[config.mk]
export PLATFORM = sky130hd
export DESIGN_NAME = linear_interpolation_upsampler_top
export DESIGN_NICKNAME = d
export VERILOG_FILES = /design/src/rtl/core/lipu_pkg.sv /design/src/rtl/core/lipu_ctrl.sv /design/src/rtl/core/lipu_dpath.sv /design/src/rtl/core/linear_interpolation_upsampler_top.sv
export SDC_FILE = /design/constraint.sdc
export NUM_CORES = 1
export LEC_CHECK = 0
export BUFFER_PORTS_ARGS = -buffer_cell sky130_fd_sc_hd__buf_2
export CAP_MARGIN = 20
export CORE_ASPECT_RATIO = 0.7
export CORE_MARGIN = 4
export CORE_UTILIZATION = 56
export CTS_CLUSTER_DIAMETER = 80
export DETAILED_ROUTE_END_ITERATION = 16
export PLACE_DENSITY = 0.73
export SYNTH_ARGS = -nofsm -noshare
export SYNTH_HDL_FRONTEND = slang
export SYNTH_SLANG_ARGS = --single-unit
[constraint.sdc]
create_clock -name i_clk -period 9.9 [get_ports i_clk]
set_clock_uncertainty 0.15 [all_clocks]
set_input_delay 1.485 -clock i_clk [delete_from_list [all_inputs] [get_ports i_clk]]
set_output_delay 1.485 -clock i_clk [all_outputs]
set_load 0.03 [all_outputs]
[src/rtl/core/lipu_pkg.sv]
// Package for the linear interpolation upsampler.
// Holds widths, limits, the controller state type and the command/status structs.
// No dependencies.
`default_nettype none

package lipu_pkg;

    localparam int SAMPLE_BITS    = 16;
    localparam int MAX_MULT       = 64;
    localparam int MULT_BITS      = 7;
    localparam int IDX_BITS       = 32;
    localparam int DIFF_BITS      = SAMPLE_BITS + 1;
    localparam int DIV_STEPS      = DIFF_BITS;
    localparam int DIV_CNT_BITS   = $clog2(DIV_STEPS);
    localparam int OUT_TDATA_BITS = SAMPLE_BITS + IDX_BITS;

    localparam logic [MULT_BITS-1:0] MULT_RESET = MULT_BITS'(4);

    typedef enum logic [1:0] {
        ST_IDLE,
        ST_DIV,
        ST_FIX,
        ST_EMIT
    } t_state;

    typedef struct packed {
        logic accept;
        logic div_step;
        logic fix;
        logic emit;
    } t_cmd;

    typedef struct packed {
        logic interp;
        logic div_last;
        logic emit_last;
        logic out_free;
    } t_status;

endpackage

`default_nettype wire

[src/rtl/core/lipu_ctrl.sv]
// Controller state machine of the linear interpolation upsampler.
// Sequences accept, serial divide, quotient fix-up and result emission.
// Depends on lipu_pkg.
`default_nettype none

module lipu_ctrl (
    input  wire              i_clk,
    input  wire              i_rst_n,
    input  wire              i_s_tvalid,
    output logic             o_s_tready,
    input  lipu_pkg::t_status i_status,
    output lipu_pkg::t_cmd   o_cmd
);
    import lipu_pkg::*;

    t_state r_state;
    t_state n_state;

    always_ff @(posedge i_clk) begin
        if (!i_rst_n) begin
            r_state <= ST_IDLE;
        end else begin
            r_state <= n_state;
        end
    end

    always_comb begin
        n_state    = r_state;
        o_cmd      = '0;
        o_s_tready = 1'b0;
        case (r_state)
            ST_IDLE: begin
                o_s_tready = 1'b1;
                if (i_s_tvalid) begin
                    o_cmd.accept = 1'b1;
                    if (i_status.interp) begin
                        n_state = ST_DIV;
                    end
                end
            end
            ST_DIV: begin
                o_cmd.div_step = 1'b1;
                if (i_status.div_last) begin
                    n_state = ST_FIX;
                end
            end
            ST_FIX: begin
                o_cmd.fix = 1'b1;
                n_state   = ST_EMIT;
            end
            ST_EMIT: begin
                // advance only when the output register can take a beat
                if (i_status.out_free) begin
                    o_cmd.emit = 1'b1;
                    if (i_status.emit_last) begin
                        n_state = ST_IDLE;
                    end
                end
            end
            default: begin
                n_state = ST_IDLE;
            end
        endcase
    end

endmodule

`default_nettype wire

[src/rtl/core/lipu_dpath.sv]
// Datapath of the linear interpolation upsampler: held sample, index, config,
// restoring divider for diff / M, incremental quotient stepper and output register.
// Depends on lipu_pkg.
`default_nettype none

module lipu_dpath (
    input  wire                                  i_clk,
    input  wire                                  i_rst_n,
    input  wire  [lipu_pkg::SAMPLE_BITS-1:0]     i_sample,
    input  wire                                  i_start_new,
    input  wire                                  i_cfg_we,
    input  wire  [lipu_pkg::MULT_BITS-1:0]       i_cfg_wdata,
    input  wire                                  i_m_tready,
    input  lipu_pkg::t_cmd                       i_cmd,
    output lipu_pkg::t_status                    o_status,
    output logic                                 o_m_tvalid,
    output logic [lipu_pkg::OUT_TDATA_BITS-1:0]  o_m_tdata,
    output logic                                 o_m_tlast
);
    import lipu_pkg::*;

    logic [MULT_BITS-1:0]    r_mult;
    logic [SAMPLE_BITS-1:0]  r_held;
    logic                    r_have;
    logic [IDX_BITS-1:0]     r_count;

    logic [SAMPLE_BITS-1:0]  r_base;
    logic                    r_neg;
    logic [MULT_BITS-1:0]    r_m;
    logic [DIFF_BITS-1:0]    r_work;
    logic [MULT_BITS-1:0]    r_rem;
    logic [DIV_CNT_BITS-1:0] r_cnt;

    logic [DIFF_BITS-1:0]    r_qd;
    logic [MULT_BITS-1:0]    r_rd;
    logic [DIFF_BITS-1:0]    r_q;
    logic [MULT_BITS-1:0]    r_r;
    logic [MULT_BITS-1:0]    r_k;

    logic                    r_out_valid;
    logic [SAMPLE_BITS-1:0]  r_out_value;
    logic [IDX_BITS-1:0]     r_out_index;
    logic                    r_out_last;

    logic [MULT_BITS-1:0]    m_eff;
    logic [DIFF_BITS-1:0]    diff;
    logic [DIFF_BITS-1:0]    mag;
    logic [MULT_BITS:0]      trial;
    logic                    qbit;
    logic [DIFF_BITS-1:0]    qd_fix;
    logic [MULT_BITS-1:0]    rd_fix;
    logic [MULT_BITS-1:0]    rsum;
    logic                    carry;

    always_comb begin
        if (r_mult == '0) begin
            m_eff = MULT_BITS'(1);
        end else if (r_mult > MULT_BITS'(MAX_MULT)) begin
            m_eff = MULT_BITS'(MAX_MULT);
        end else begin
            m_eff = r_mult;
        end
        diff = {i_sample[SAMPLE_BITS-1], i_sample} - {r_held[SAMPLE_BITS-1], r_held};
        mag  = diff[DIFF_BITS-1] ? (~diff + DIFF_BITS'(1)) : diff;

        // one restoring step: shift in next dividend bit, subtract M if it fits
        trial = {r_rem, r_work[DIFF_BITS-1]};
        qbit  = (trial >= {1'b0, r_m});

        // turn the magnitude quotient into floor division of the signed diff
        if (!r_neg) begin
            qd_fix = r_work;
            rd_fix = r_rem;
        end else if (r_rem == '0) begin
            qd_fix = ~r_work + DIFF_BITS'(1);
            rd_fix = '0;
        end else begin
            qd_fix = ~r_work;
            rd_fix = r_m - r_rem;
        end

        rsum  = r_r + r_rd;
        carry = (rsum >= r_m);
    end

    always_ff @(posedge i_clk) begin
        if (!i_rst_n) begin
            r_mult  <= MULT_RESET;
            r_held  <= '0;
            r_have  <= 1'b0;
            r_count <= '0;
        end else begin
            if (i_cfg_we) begin
                r_mult <= i_cfg_wdata;
            end
            if (i_cmd.accept) begin
                r_held <= i_sample;
                r_have <= 1'b1;
                if (i_start_new) begin
                    r_count <= '0;
                end
            end else if (i_cmd.emit) begin
                r_count <= r_count + IDX_BITS'(1);
            end
        end
    end

    always_ff @(posedge i_clk) begin
        if (i_cmd.accept) begin
            r_base <= r_held;
            r_neg  <= diff[DIFF_BITS-1];
            r_work <= mag;
            r_rem  <= '0;
            r_cnt  <= '0;
            r_m    <= m_eff;
        end
        if (i_cmd.div_step) begin
            r_rem  <= qbit ? MULT_BITS'(trial - {1'b0, r_m}) : MULT_BITS'(trial);
            r_work <= {r_work[DIFF_BITS-2:0], qbit};
            r_cnt  <= r_cnt + DIV_CNT_BITS'(1);
        end
        if (i_cmd.fix) begin
            r_qd <= qd_fix;
            r_rd <= rd_fix;
            r_q  <= '0;
            r_r  <= '0;
            r_k  <= '0;
        end
        if (i_cmd.emit) begin
            r_out_value <= r_base + r_q[SAMPLE_BITS-1:0];
            r_out_index <= r_count;
            r_out_last  <= (r_k == r_m - MULT_BITS'(1));
            r_k         <= r_k + MULT_BITS'(1);
            r_q         <= r_q + r_qd + DIFF_BITS'(carry);
            r_r         <= carry ? (rsum - r_m) : rsum;
        end
    end

    always_ff @(posedge i_clk) begin
        if (!i_rst_n) begin
            r_out_valid <= 1'b0;
        end else if (i_cmd.emit) begin
            r_out_valid <= 1'b1;
        end else if (i_m_tready) begin
            r_out_valid <= 1'b0;
        end
    end

    always_comb begin
        o_status.interp    = r_have && !i_start_new;
        o_status.div_last  = (r_cnt == DIV_CNT_BITS'(DIV_STEPS - 1));
        o_status.emit_last = (r_k == r_m - MULT_BITS'(1));
        o_status.out_free  = !r_out_valid || i_m_tready;
    end

    assign o_m_tvalid = r_out_valid;
    assign o_m_tdata  = {r_out_index, r_out_value};
    assign o_m_tlast  = r_out_last;

endmodule

`default_nettype wire

[src/rtl/core/linear_interpolation_upsampler_top.sv]
// A beat that only loads the held sample is taken in ST_IDLE and leaves the block ready;
// an interpolating beat gives its first result after 17 divider steps, a fix-up, a load.
// No new sample is taken until the emit loop has given all M results, M the clamped
// multiplier; the loop gives one result per cycle while the output is not stalled.
// Reset (i_rst_n low, synchronous): no sample held, index 0, multiplier 4, output empty.
// Top level: joins lipu_ctrl and lipu_dpath; depends on lipu_pkg.
`default_nettype none

module linear_interpolation_upsampler_top (
    input  wire                                  i_clk,
    input  wire                                  i_rst_n,
    input  wire                                  i_s_tvalid,
    output logic                                 o_s_tready,
    input  wire  [lipu_pkg::SAMPLE_BITS-1:0]     i_s_tdata,   // [15:0] sample
    input  wire                                  i_s_tuser,   // [0] start_new
    output logic                                 o_m_tvalid,
    input  wire                                  i_m_tready,
    output logic [lipu_pkg::OUT_TDATA_BITS-1:0]  o_m_tdata,   // [15:0] value, [47:16] out_index
    output logic                                 o_m_tlast,
    input  wire                                  i_cfg_we,
    input  wire  [lipu_pkg::MULT_BITS-1:0]       i_cfg_wdata
);
    import lipu_pkg::*;

    t_cmd    cmd;
    t_status status;

    lipu_ctrl u_ctrl (
        .i_clk      (i_clk),
        .i_rst_n    (i_rst_n),
        .i_s_tvalid (i_s_tvalid),
        .o_s_tready (o_s_tready),
        .i_status   (status),
        .o_cmd      (cmd)
    );

    lipu_dpath u_dpath (
        .i_clk       (i_clk),
        .i_rst_n     (i_rst_n),
        .i_sample    (i_s_tdata),
        .i_start_new (i_s_tuser),
        .i_cfg_we    (i_cfg_we),
        .i_cfg_wdata (i_cfg_wdata),
        .i_m_tready  (i_m_tready),
        .i_cmd       (cmd),
        .o_status    (status),
        .o_m_tvalid  (o_m_tvalid),
        .o_m_tdata   (o_m_tdata),
        .o_m_tlast   (o_m_tlast)
    );

endmodule

`default_nettype wire

Word level (Yosys, flattened, before mapping) --
Index checks and enable logic that the tools add are counted.
Word-level totals: flip-flop bits (word level) 216, bits in latches 0, RAM bits 0, memory bits (read-only) 0, logic and storage cells 102, memories 0
Operators by class: add/subtract/negate cells 14, multipliers 0, divide/modulo/power cells 0, $lt $le $gt $ge 3, eq/ne operators 11, shift operators 0, muxes and demuxes 37, bitwise gates (word level) 2, reductions and logical operators 14
Operators with widths (count):
- 17-bit 2-to-1 mux | 7
- 32-bit 2-to-1 mux | 3
- 7-bit 2-to-1 mux | 10
- 17-bit by 1-bit adder with 17-bit output, second input constant | 2
- 17-bit NOT | 2
- 32-bit by 1-bit adder with 32-bit output, second input constant | 1
- 7-bit subtractor | 3
- 17-bit by 1-bit adder with 17-bit output | 1
- 17-bit adder | 1
- 16-bit by 16-bit subtractor with 17-bit output | 1
- 16-bit adder | 1
- 7-bit logical NOT | 2
- 2-bit != test, second input constant | 6
- 2-bit 2-to-1 mux | 5
- 5-bit 2-to-1 mux | 2
- 1-bit 2-to-1 mux | 9
- 8-bit by 7-bit >= comparator with 1-bit output | 1
- 2-bit one-hot mux with 4 select lines | 1
- 2-bit nonzero test | 4
- 7-bit by 1-bit adder with 7-bit output, second input constant | 1
- 7-bit adder | 1
- 7-bit == test | 1
- 7-bit >= comparator | 1
- 7-bit greater-than comparator, second input constant | 1
- 12 further kinds | 14

Depth between registers and ports, before layout --
Gate-level depths: netlist of the first run.
depth after elaboration 6, mapped depth 21

Cells and area by module --
From an unflattened synthesis of the first run, not the netlist that was laid out.
Unflattened totals: cell total of the unflattened synthesis 1187, area total of the unflattened synthesis 12467.0 um^2
Modules (own cells, without submodules):
- lipu_dpath | times used 1, cells an instance 1166, area each 12285.5 um^2, sequential area each 5795.6 um^2
- lipu_ctrl | times used 1, cells an instance 21, area each 181.4 um^2, sequential area each 40.0 um^2

Worst setup path before layout of the first run --
Ideal clock, no wire load.
path type reg2reg, start point register u_dpath.r_r[0], end point register u_dpath.r_q[12] (data pin), setup time 0.260 ns, arrival time 4.674 ns, data required time 9.490 ns, setup slack 4.816 ns, stages on the path, launching flop included 22, buffers on the path 0, clock period less this slack 5.084 ns, path through edfxtp_1 > ha_1 > inv_1 > fa_1 > inv_1 > ha_1 > nor2b_1 > o21ai_0 > a21boi_1 > o21ai_0 > a21boi_1 > o31ai_2 > nand2_1 > fa_1 > a21o_1 > a21oi_1 > o21ai_1 > a31oi_2 > o21ai_1 > a21o_1 > a211o_1 > and3_1
Between the ends: cells in the longest elaborated chain, start to end 4
RTL lines:
- start: declaration | line lipu_dpath.sv:37 | logic [MULT_BITS-1:0] r_r;
- start signal: assignment | line lipu_dpath.sv:135 | r_r <= carry ? (rsum - r_m) : rsum;
- 7-bit adder | line lipu_dpath.sv:82 | rsum = r_r + r_rd;
- 7-bit >= comparator | line lipu_dpath.sv:83 | carry = (rsum >= r_m);
- 17-bit by 1-bit adder with 17-bit output | line lipu_dpath.sv:134 | r_q <= r_q + r_qd + DIFF_BITS'(carry);
- 17-bit 2-to-1 mux | line lipu_dpath.sv:129 | if (i_cmd.emit) begin
- end signal: assignment | line lipu_dpath.sv:134
- end: declaration | line lipu_dpath.sv:36 | logic [DIFF_BITS-1:0] r_q;
No other way between the ends. A chain may end at the register's enable or synchronous reset.

Worst setup path in the final report of the first run --
start point register u_dpath.r_r[0], end point register u_dpath.r_q[14] (data pin)
The elaborated chain is that of the path after synthesis.

==> impl_metrics.ini, run 1 <==
[cells_and_area]
seq_area_um2 = 5840
fill_cells = 1725
areaGrowthSynthToFinish_pct = 11.5
fin_nets = 1393
diodes = 0
multi_input_area_um2 = 5890
drive_gt1_frac = 0.120
mostFrequentLayoutCells = edfxtp_1 (155), nor2_1 (116), nand2_1 (111), ha_1 (82), inv_1 (81)
final_common_cell = edfxtp_1

[clocking]
cts_resized = 0
cts_tree = done
cts-root-buf = clkbuf_16
clock_latency_ps = 500
clockBufferDepth = 3
htree_levels = 1
cts.sinks = 214
cts_hold_buf = 0
postCtsSetupRepairBufs = 0
cts_buffers = 22
clk_pin_slew_ps = 70

[floorplanning]
die_area_um2 = 24200
start_util = 0.578
die_y_um = 131
coreArea_um2 = 21000
ios = 80
rows = 44
dieWidth_um = 184

[sta]
setup_viol_count_final = 0
worstMarginPinSlew_ps = 1020
relSlewSlack = 0.322
setup_tns_ps = 0
final_max_slew_viol_count = 0
fin_ws_ps = 4220
rsz0062_at_grt = false
min_period_ps = 5680
hold_violations = 0
period_share = 0.574
clock.fmax_mhz = 176

[worst_setup_path]
start_kind = register
required_ps = 9990
crit_chain = ha_1, inv_1, fa_1, inv_1, ha_1, nor2b_1, o21ai_0, a21boi_1, o21ai_0, a21boi_1, o31ai_2, nand2_1, fa_1, a21o_1, a21oi_1, o21ai_1, a31oi_2, o21ai_1, a211o_1, a211oi_1, nor3_1
crit_type = register to register
cp-end-kind = register
slowest_stage = o31ai_2
arrival_ps = 5770
crit_path_max_fanout = 8
critPathMaxStageDelay_ps = 550

[power]
pwr-share-clk = 0.228
leakagePower_nw = 5.30
power_frac_seq = 0.389
switchingPower_mw = 1.34
power_density_nw_per_um2 = 265
pwr-share-comb = 0.383
swShare = 0.374
p_int_mw = 2.25
max-vdd-ir-drop_mv = 0.115

[routing]
drt_first_pass_iters = 5
wire_per_inst_um = 17.7
wl_um = 27700
avgViaCountPerCell = 5.89
drt_iter0_markers = 863
ant_nets = 0
drc = 0
vias = 9222

[place]
place_ws_ps = 4290
gp_congestion = 0.908
dpl.hpwl_um = 20500
port_buffers = 79

[logic_synthesis]
synth-seq-cells = 214
yosysWarningCount = 0
ys_types = 85
synth-main-ff-cell = edfxtp_1
syn-num-nets = 1310
syn-cell-area_um2 = 12200
ys_seq_area_frac = 0.480
synth-edff-count = 155
syn_inst = 1192
synth_largest_area_cell = edfxtp_1
synth_top_area_share = 0.383
async_reset_ff_frac = 0
synthTopCellsByArea = edfxtp_1 (38%), dfxtp_1 (9.7%), ha_1 (8.4%)
synth.avg_cell_area_um2 = 10.2

[global_route]
grt_pass1_vias = 8400
grt_use_total = 0.224
antenna_found_initial = 0
grt_max_degree = 52
grt_pass1_wl_um = 44300
overflow = 0

[run]
maxCapViolCount = 0

[status]
status = complete, no violations

[hold_path]
hold_class = register to register
final cells by class:
type	instances	area share
repair buffers	87	0.0336
multi-input cells	868	0.434
clock inverters	6	0.00268
well taps	276	0.0255
clock buffers	34	0.0509
flip-flops and latches	214	0.430
inverters	82	0.0227
critical path, delay by kind of cell, from the launching register on:
family / cells / cell delay (ps)
AO/OA/AOI/OAI: 12 / 2940
adder cells (fa/ha/maj): 4 / 1330
buffers and inverters: 2 / 200
flip-flops: 1 / 380
AND/OR/NAND/NOR: 3 / 420
cells by family (layout without fill, tap and decap cells):
| group | count (synthesis) | after routing | share of synthesized area |
|---|---|---|---|
| fa+ha+maj | 89 | 89 | 0.0959 |
| flops | 214 | 214 | 0.480 |
| buf+inv | 110 | 209 | 0.0363 |
| mux | 12 | 12 | 0.0101 |
| xor+xnor | 94 | 94 | 0.0677 |
| compound gates | 261 | 261 | 0.145 |
| simple gates | 412 | 412 | 0.166 |
flip-flops by register name, summed over array words and instances (netlist names), 5 cells and up:
register / flops
u_dpath.r_rd: 7
u_dpath.r_held: 16
u_dpath.r_r: 7
u_dpath.r_out_index: 32
u_dpath.r_rem: 7
u_dpath.r_k: 7
u_dpath.r_base: 16
u_dpath.r_m: 7
u_dpath.r_work: 17
u_dpath.r_out_value: 16
u_dpath.r_mult: 7
u_dpath.r_q: 16
u_dpath.r_cnt: 5
u_dpath.r_qd: 16
u_dpath.r_count: 32
worst paths after layout:
path | slack (ps) | startpoint | depth (start not counted) | endpoint
hold / removal | 310 | u_dpath.r_held[2] | 0 | u_dpath.r_base[2]
hold reg to reg | 310 | u_dpath.r_held[2] | 0 | u_dpath.r_base[2]
setup / recovery | 4220 | u_dpath.r_r[0] | 21 | u_dpath.r_q[14]
setup reg to reg | 4220 | u_dpath.r_r[0] | 21 | u_dpath.r_q[14]
synth_stat cells, types with 8 or more instances:
cell type,instances
edfxtp_1,155
a21o_1,12
dfxtp_1,59
nor2b_1,17
xor2_1,38
ha_1,82
o21ai_0,58
nand3_1,49
and3_1,15
nor3_1,24
clkbuf_1,22
nand2b_1,14
nor2_1,116
a311oi_1,8
o21a_1,8
nand2_1,111
a21oi_1,79
xnor2_1,56
mux2i_1,10
nand4_1,15
a211oi_1,8
inv_1,82
routing by layer:
layer | wire length, um | vias up | global-route usage
met5 | 0 | - | 0
met1 | 13600 | 4375 | 0.359
met3 | 2590 | 30 | 0.0517
met4 | 315 | 0 | 0.0324
met2 | 11200 | 315 | 0.316
li1 | - | 4502 | -
power by group through the flow:
stage	Sequential, mW	Clock [mW]	Combinational [mW]
2_1_floorplan	1.33	0	1.09
3_3_place_gp	1.40	0	1.31
5_1_grt	1.41	0.871	1.55
4_1_cts	1.39	0.837	1.37
3_5_place_dp	1.41	0	1.35
6_report	1.40	0.820	1.38
stage by stage:
step,hold slack (ps),power [mW],cells,utilization,instance area [um2]
after floorplan,274,2.42,1192,-,12200
after global placement,291,2.72,1527,0.610,12800
after detailed placement,291,2.76,1527,0.610,12800
after CTS,306,3.59,1567,0.645,13600
after global routing,320,3.83,1567,0.645,13600
final,308,3.59,1567,0.645,13600
Note: power is estimated with default switching activity, not from simulation.
==> inputs of run 2 (changes only) <==
==> constraint.sdc (replaced) <==
create_clock -name i_clk -period 5.68 [get_ports i_clk]
set_clock_uncertainty 0.15 [all_clocks]
set_input_delay 0.852 -clock i_clk [delete_from_list [all_inputs] [get_ports i_clk]]
set_output_delay 0.852 -clock i_clk [all_outputs]
set_load 0.03 [all_outputs]
==> impl_metrics.ini, run 2 (same netlist as run 1, synthesis figures left out) <==
[routing]
wire_per_inst_um = 17.4
drc = 0
drt_iter0_markers = 826
wl_um = 27400
avgViaCountPerCell = 5.85
vias = 9189
ant_nets = 0
drt_first_pass_iters = 5

[floorplanning]
start_util = 0.578
die_y_um = 131
coreArea_um2 = 21000
dieWidth_um = 184
die_area_um2 = 24200
ios = 80
rows = 44

[clocking]
cts_buffers = 22
clock_latency_ps = 510
cts.sinks = 214
clockBufferDepth = 3
cts-root-buf = clkbuf_16
clk_pin_slew_ps = 60
cts_tree = done
htree_levels = 1

[place]
gp_congestion = 0.916
port_buffers = 79
dpl.hpwl_um = 20600
placed_area_um2 = 12900
placedCellCount = 1530

[sta]
hold_violations = 0
period_share = 0.923
clock.fmax_mhz = 191
rsz0062_at_grt = false
worstMarginPinSlew_ps = 821
final_max_slew_viol_count = 0
setup_viol_count_final = 0
relSlewSlack = 0.453
min_period_ps = 5240
setup_tns_ps = 0

[power]
max-vdd-ir-drop_mv = 0.214
swShare = 0.373
pwr-share-clk = 0.230
power_frac_seq = 0.386
p_int_mw = 3.94
power_density_nw_per_um2 = 462
pwr-share-comb = 0.384
switchingPower_mw = 2.35
leakagePower_nw = 5.31

[worst_setup_path]
start_kind = register
r2r-end = u_dpath.r_q[12]
required_ps = 5780
r2r_slack_ps = 440
crit_path_max_fanout = 4
reg2regPathDepth = 21
arrival_ps = 5340
cp-end-kind = register
r2r-start = u_dpath.r_r[0]
crit_type = register to register

[hold_path]
hold_class = register to register
min_path_cells = 0
hold_path.startpoint = u_dpath.r_held[7]
min_to = u_dpath.r_base[7]

[status]
status = complete, no violations

[global_route]
grt_max_degree = 52
grt_pass1_vias = 8294
antenna_found_initial = 0
grt_use_total = 0.223
grt_pass1_wl_um = 44100
overflow = 0

[cells_and_area]
fin_cells = 1570
seq_area_um2 = 5840
final_area_um2 = 13600
drive_gt1_frac = 0.124
top_regs = u_dpath.r_count (32), u_dpath.r_out_index (32), u_dpath.r_work (17)
diodes = 0
final_common_cell = edfxtp_1
multi_input_area_um2 = 5890
areaGrowthSynthToFinish_pct = 11.7
mostFrequentLayoutCells = edfxtp_1 (155), nor2_1 (116), nand2_1 (111), ha_1 (82), inv_1 (81)
fin_nets = 1396
fill_cells = 1668

[run]
maxCapViolCount = 0
[run 2: changes by cell type in the layout (fill, tap and decap cells not counted), sizes merged]
cell and change:
clkinvlp +2, inv -1, clkinv -2, buf +3, clkbuf +1
[run 2: worst max path at each step]
| stage | startpoint | end | slack [ps] |
|---|---|---|---|
| 6_report | u_dpath.r_r[0] | u_dpath.r_q[12] | 440 |
| 3_5_place_dp | u_dpath.r_r[0] | u_dpath.r_q[12] | 350 |
| 3_3_place_gp | u_dpath.r_r[0] | u_dpath.r_q[14] | 530 |
| 4_1_cts | u_dpath.r_r[0] | u_dpath.r_q[12] | 320 |
| 2_1_floorplan | u_dpath.r_r[0] | u_dpath.r_q[12] | 600 |
| 5_1_grt | u_dpath.r_r[0] | u_dpath.r_q[14] | 100 |
[run 2: what timing repair did]
| action | in CTS | in global routing |
|---|---|---|
| resized for setup | 0 | 2 |
| hold buffers | 0 | 0 |
| setup buffers | 0 | 0 |
| endpoints found under the setup margin | 0 | 3 |
[run 2: cell type report]
type / count / share of cell area
Multi-Input combinational cell: 868 / 0.433
Sequential cell: 214 / 0.429
Clock buffer: 35 / 0.0517
Timing Repair Buffer: 90 / 0.0352
Tap cell: 276 / 0.0254
Inverter: 82 / 0.0226
Clock inverter: 5 / 0.00239
[run 2: layer usage]
layer / share of wire / GRT usage / vias to the layer above
li1: - / - / 4513
met1: 0.51 / 0.370 / 4337
met2: 0.39 / 0.295 / 306
met3: 0.093 / 0.0544 / 33
met4: 0.013 / 0.0369 / 0
met5: 0 / 0 / -
[run 2: worst max-delay path, cell delays in order, from the launching register on]
cell and delay, ps:
edfxtp_1 360, ha_1 230, inv_1 70, fa_1 400, inv_1 120, ha_1 260
nor2b_1 130, o21ai_0 240, a21boi_1 130, o21ai_1 190, a21boi_1 150, o31ai_2 280
nand2_1 150, fa_1 420, a21o_1 210, a21oi_2 210, o21ai_1 130, a31oi_2 260
o21ai_1 190, a21o_1 240, a211o_1 290, and3_1 180
[run 2: through the flow]
step                power [mW]   util  setup slack (ps)  hold slack [ps]
floorplan                 4.21      -               596              274
global placement          4.75  0.611               533              291
detailed placement        4.81  0.611               352              299
CTS                       6.27  0.646               319              313
global route              6.70  0.646               105              325
finish                    6.29  0.646               439              314
[run 2: power groups by stage]
stage                     sequential (mW)  combinational, mW  clock, mW
after floorplan                      2.31               1.90          0
after global placement               2.44               2.31          0
after detailed placement             2.44               2.37          0
after CTS                            2.41               2.39       1.47
after global routing                 2.45               2.70       1.54
final                                2.43               2.41       1.45
==> inputs of run 3 (changes only) <==
--- a/config.mk
+++ b/config.mk
@@ -12,7 +12,7 @@
 export CORE_UTILIZATION = 56
 export CTS_CLUSTER_DIAMETER = 80
 export DETAILED_ROUTE_END_ITERATION = 16
-export PLACE_DENSITY = 0.73
+export PLACE_DENSITY = 0.75
 export SYNTH_ARGS = -nofsm -noshare
 export SYNTH_HDL_FRONTEND = slang
 export SYNTH_SLANG_ARGS = --single-unit
==> impl_metrics.ini, run 3 (same netlist as run 1, synthesis figures left out) <==
[routing]
drc = 0
wl_um = 28200
ant_nets = 0
drt_iter0_markers = 836
vias = 9294
drt_first_pass_iters = 6
avgViaCountPerCell = 5.92
wire_per_inst_um = 17.9

[cells_and_area]
mostFrequentLayoutCells = edfxtp_1 (155), nor2_1 (116), nand2_1 (111), ha_1 (82), inv_1 (81)
drive_gt1_frac = 0.125
fin_nets = 1397
top_regs = u_dpath.r_count (32), u_dpath.r_out_index (32), u_dpath.r_work (17)
fin_cells = 1571
areaGrowthSynthToFinish_pct = 12.0
final_common_cell = edfxtp_1
diodes = 0
utilization = 0.648

[sta]
final_max_slew_viol_count = 0
period_share = 0.930
clock.fmax_mhz = 189
min_period_ps = 5280
rsz0062_at_grt = false
relSlewSlack = 0.397
hold_violations = 0
setup_viol_count_final = 0
hold_ws_ps = 309
setup_tns_ps = 0
worstMarginPinSlew_ps = 893

[worst_setup_path]
required_ps = 5800
arrival_ps = 5400
slowest_stage = fa_1
crit_path_max_fanout = 4
crit_chain = ha_1, inv_1, fa_1, inv_1, ha_1, nor2b_1, o21ai_0, a21boi_1, o21ai_0, a21boi_1, o31ai_2, nand2_1, fa_1, a21o_1, a21oi_2, o21ai_1, a31oi_2, o21ai_1, a21o_1, a211o_1, and3_1
critical_path.top_delay_family = compound AO/OA/AOI/OAI gates
critPathMaxStageDelay_ps = 440
cp-end-kind = register
r2r-start = u_dpath.r_r[0]
crit_type = register to register
crit_path_start = u_dpath.r_r[0]
start_kind = register
r2r-end = u_dpath.r_q[12]
r2r_slack_ps = 400
reg2regPathDepth = 21
cp_num_buf_inv = 2

[clocking]
cts.sinks = 214
clock_latency_ps = 520
cts-root-buf = clkbuf_16
cts_buffers = 23
clk_pin_slew_ps = 60
htree_levels = 1
cts_hold_buf = 0
clockBufferDepth = 3
cts_tree = done

[floorplanning]
die_y_um = 131
rows = 44
start_util = 0.578
coreArea_um2 = 21000
die_area_um2 = 24200
ios = 80
dieWidth_um = 184

[global_route]
grt_max_degree = 52
grt_use_total = 0.229
grt_pass1_vias = 8438
grt_pass1_wl_um = 45300
antenna_found_initial = 0
overflow = 0

[power]
leakagePower_nw = 5.33
pwr-share-comb = 0.381
power_frac_seq = 0.380
swShare = 0.372
switchingPower_mw = 2.38
p_int_mw = 4.01
power_density_nw_per_um2 = 469
pwr-share-clk = 0.239
max-vdd-ir-drop_mv = 0.278

[place]
dpl.hpwl_um = 21000
placedCellCount = 1530
gp_congestion = 0.957
port_buffers = 79

[hold_path]
min_to = u_dpath.r_base[6]
min_path_cells = 0
hold_class = register to register
hold_path.startpoint = u_dpath.r_held[6]

[run]
maxCapViolCount = 0

[status]
status = complete, no violations
==> run 3: changes by cell type in the layout (fill, tap and decap cells not counted), sizes merged <==
cell / previous run / this run
clkinvlp: 3 / 1
bufinv: 0 / 2
inv: 82 / 83
==> run 3: cell type report <==
type                    count  area [um2]
clock inverters             6        86.3
multi-input cells         868        5890
inverters                  82         308
clock buffers              35         681
repair buffers             90         478
well taps                 276         345
flip-flops and latches    214        5840
fillers                  1701        7400
==> run 3: power groups by stage <==
stage / Combinational, mW / Sequential [mW] / Clock (mW)
2_1_floorplan: 1.90 / 2.31 / 0
3_3_place_gp: 2.33 / 2.43 / 0
3_5_place_dp: 2.39 / 2.44 / 0
4_1_cts: 2.41 / 2.41 / 1.54
5_1_grt: 2.73 / 2.45 / 1.62
6_report: 2.44 / 2.43 / 1.52
==> run 3: how the worst max path moves through the flow <==
stage | slack, ps | endpoint | depth (start not counted)
6_report | 400 | u_dpath.r_q[12] | 21
5_1_grt | 70 | u_dpath.r_q[14] | 21
4_1_cts | 370 | u_dpath.r_q[12] | 21
3_5_place_dp | 400 | u_dpath.r_q[12] | 21
3_3_place_gp | 530 | u_dpath.r_q[14] | 21
2_1_floorplan | 600 | u_dpath.r_q[12] | 21
==> run 3: timing repair <==
item | CTS | global route
buffers inserted | 0 | 0
resized for setup | 0 | 1
endpoints found under the setup margin | 0 | 2
==> run 3: through the flow <==
step           instance area (um2)  worst slack [ps]  power [mW]
3_5_place_dp                 12900               397        4.84
6_report                     13600               398        6.39
5_1_grt                      13600              67.4        6.80
2_1_floorplan                12200               596        4.21
4_1_cts                      13600               367        6.36
3_3_place_gp                 12900               529        4.76
==> run 3: routing by layer <==
layer | track usage | wire [um] | vias up
met4 | 0.0406 | 424 | 0
met3 | 0.0472 | 2780 | 27
li1 | - | - | 4507
met2 | 0.308 | 11200 | 376
met5 | 0 | 0 | -
met1 | 0.381 | 13800 | 4384
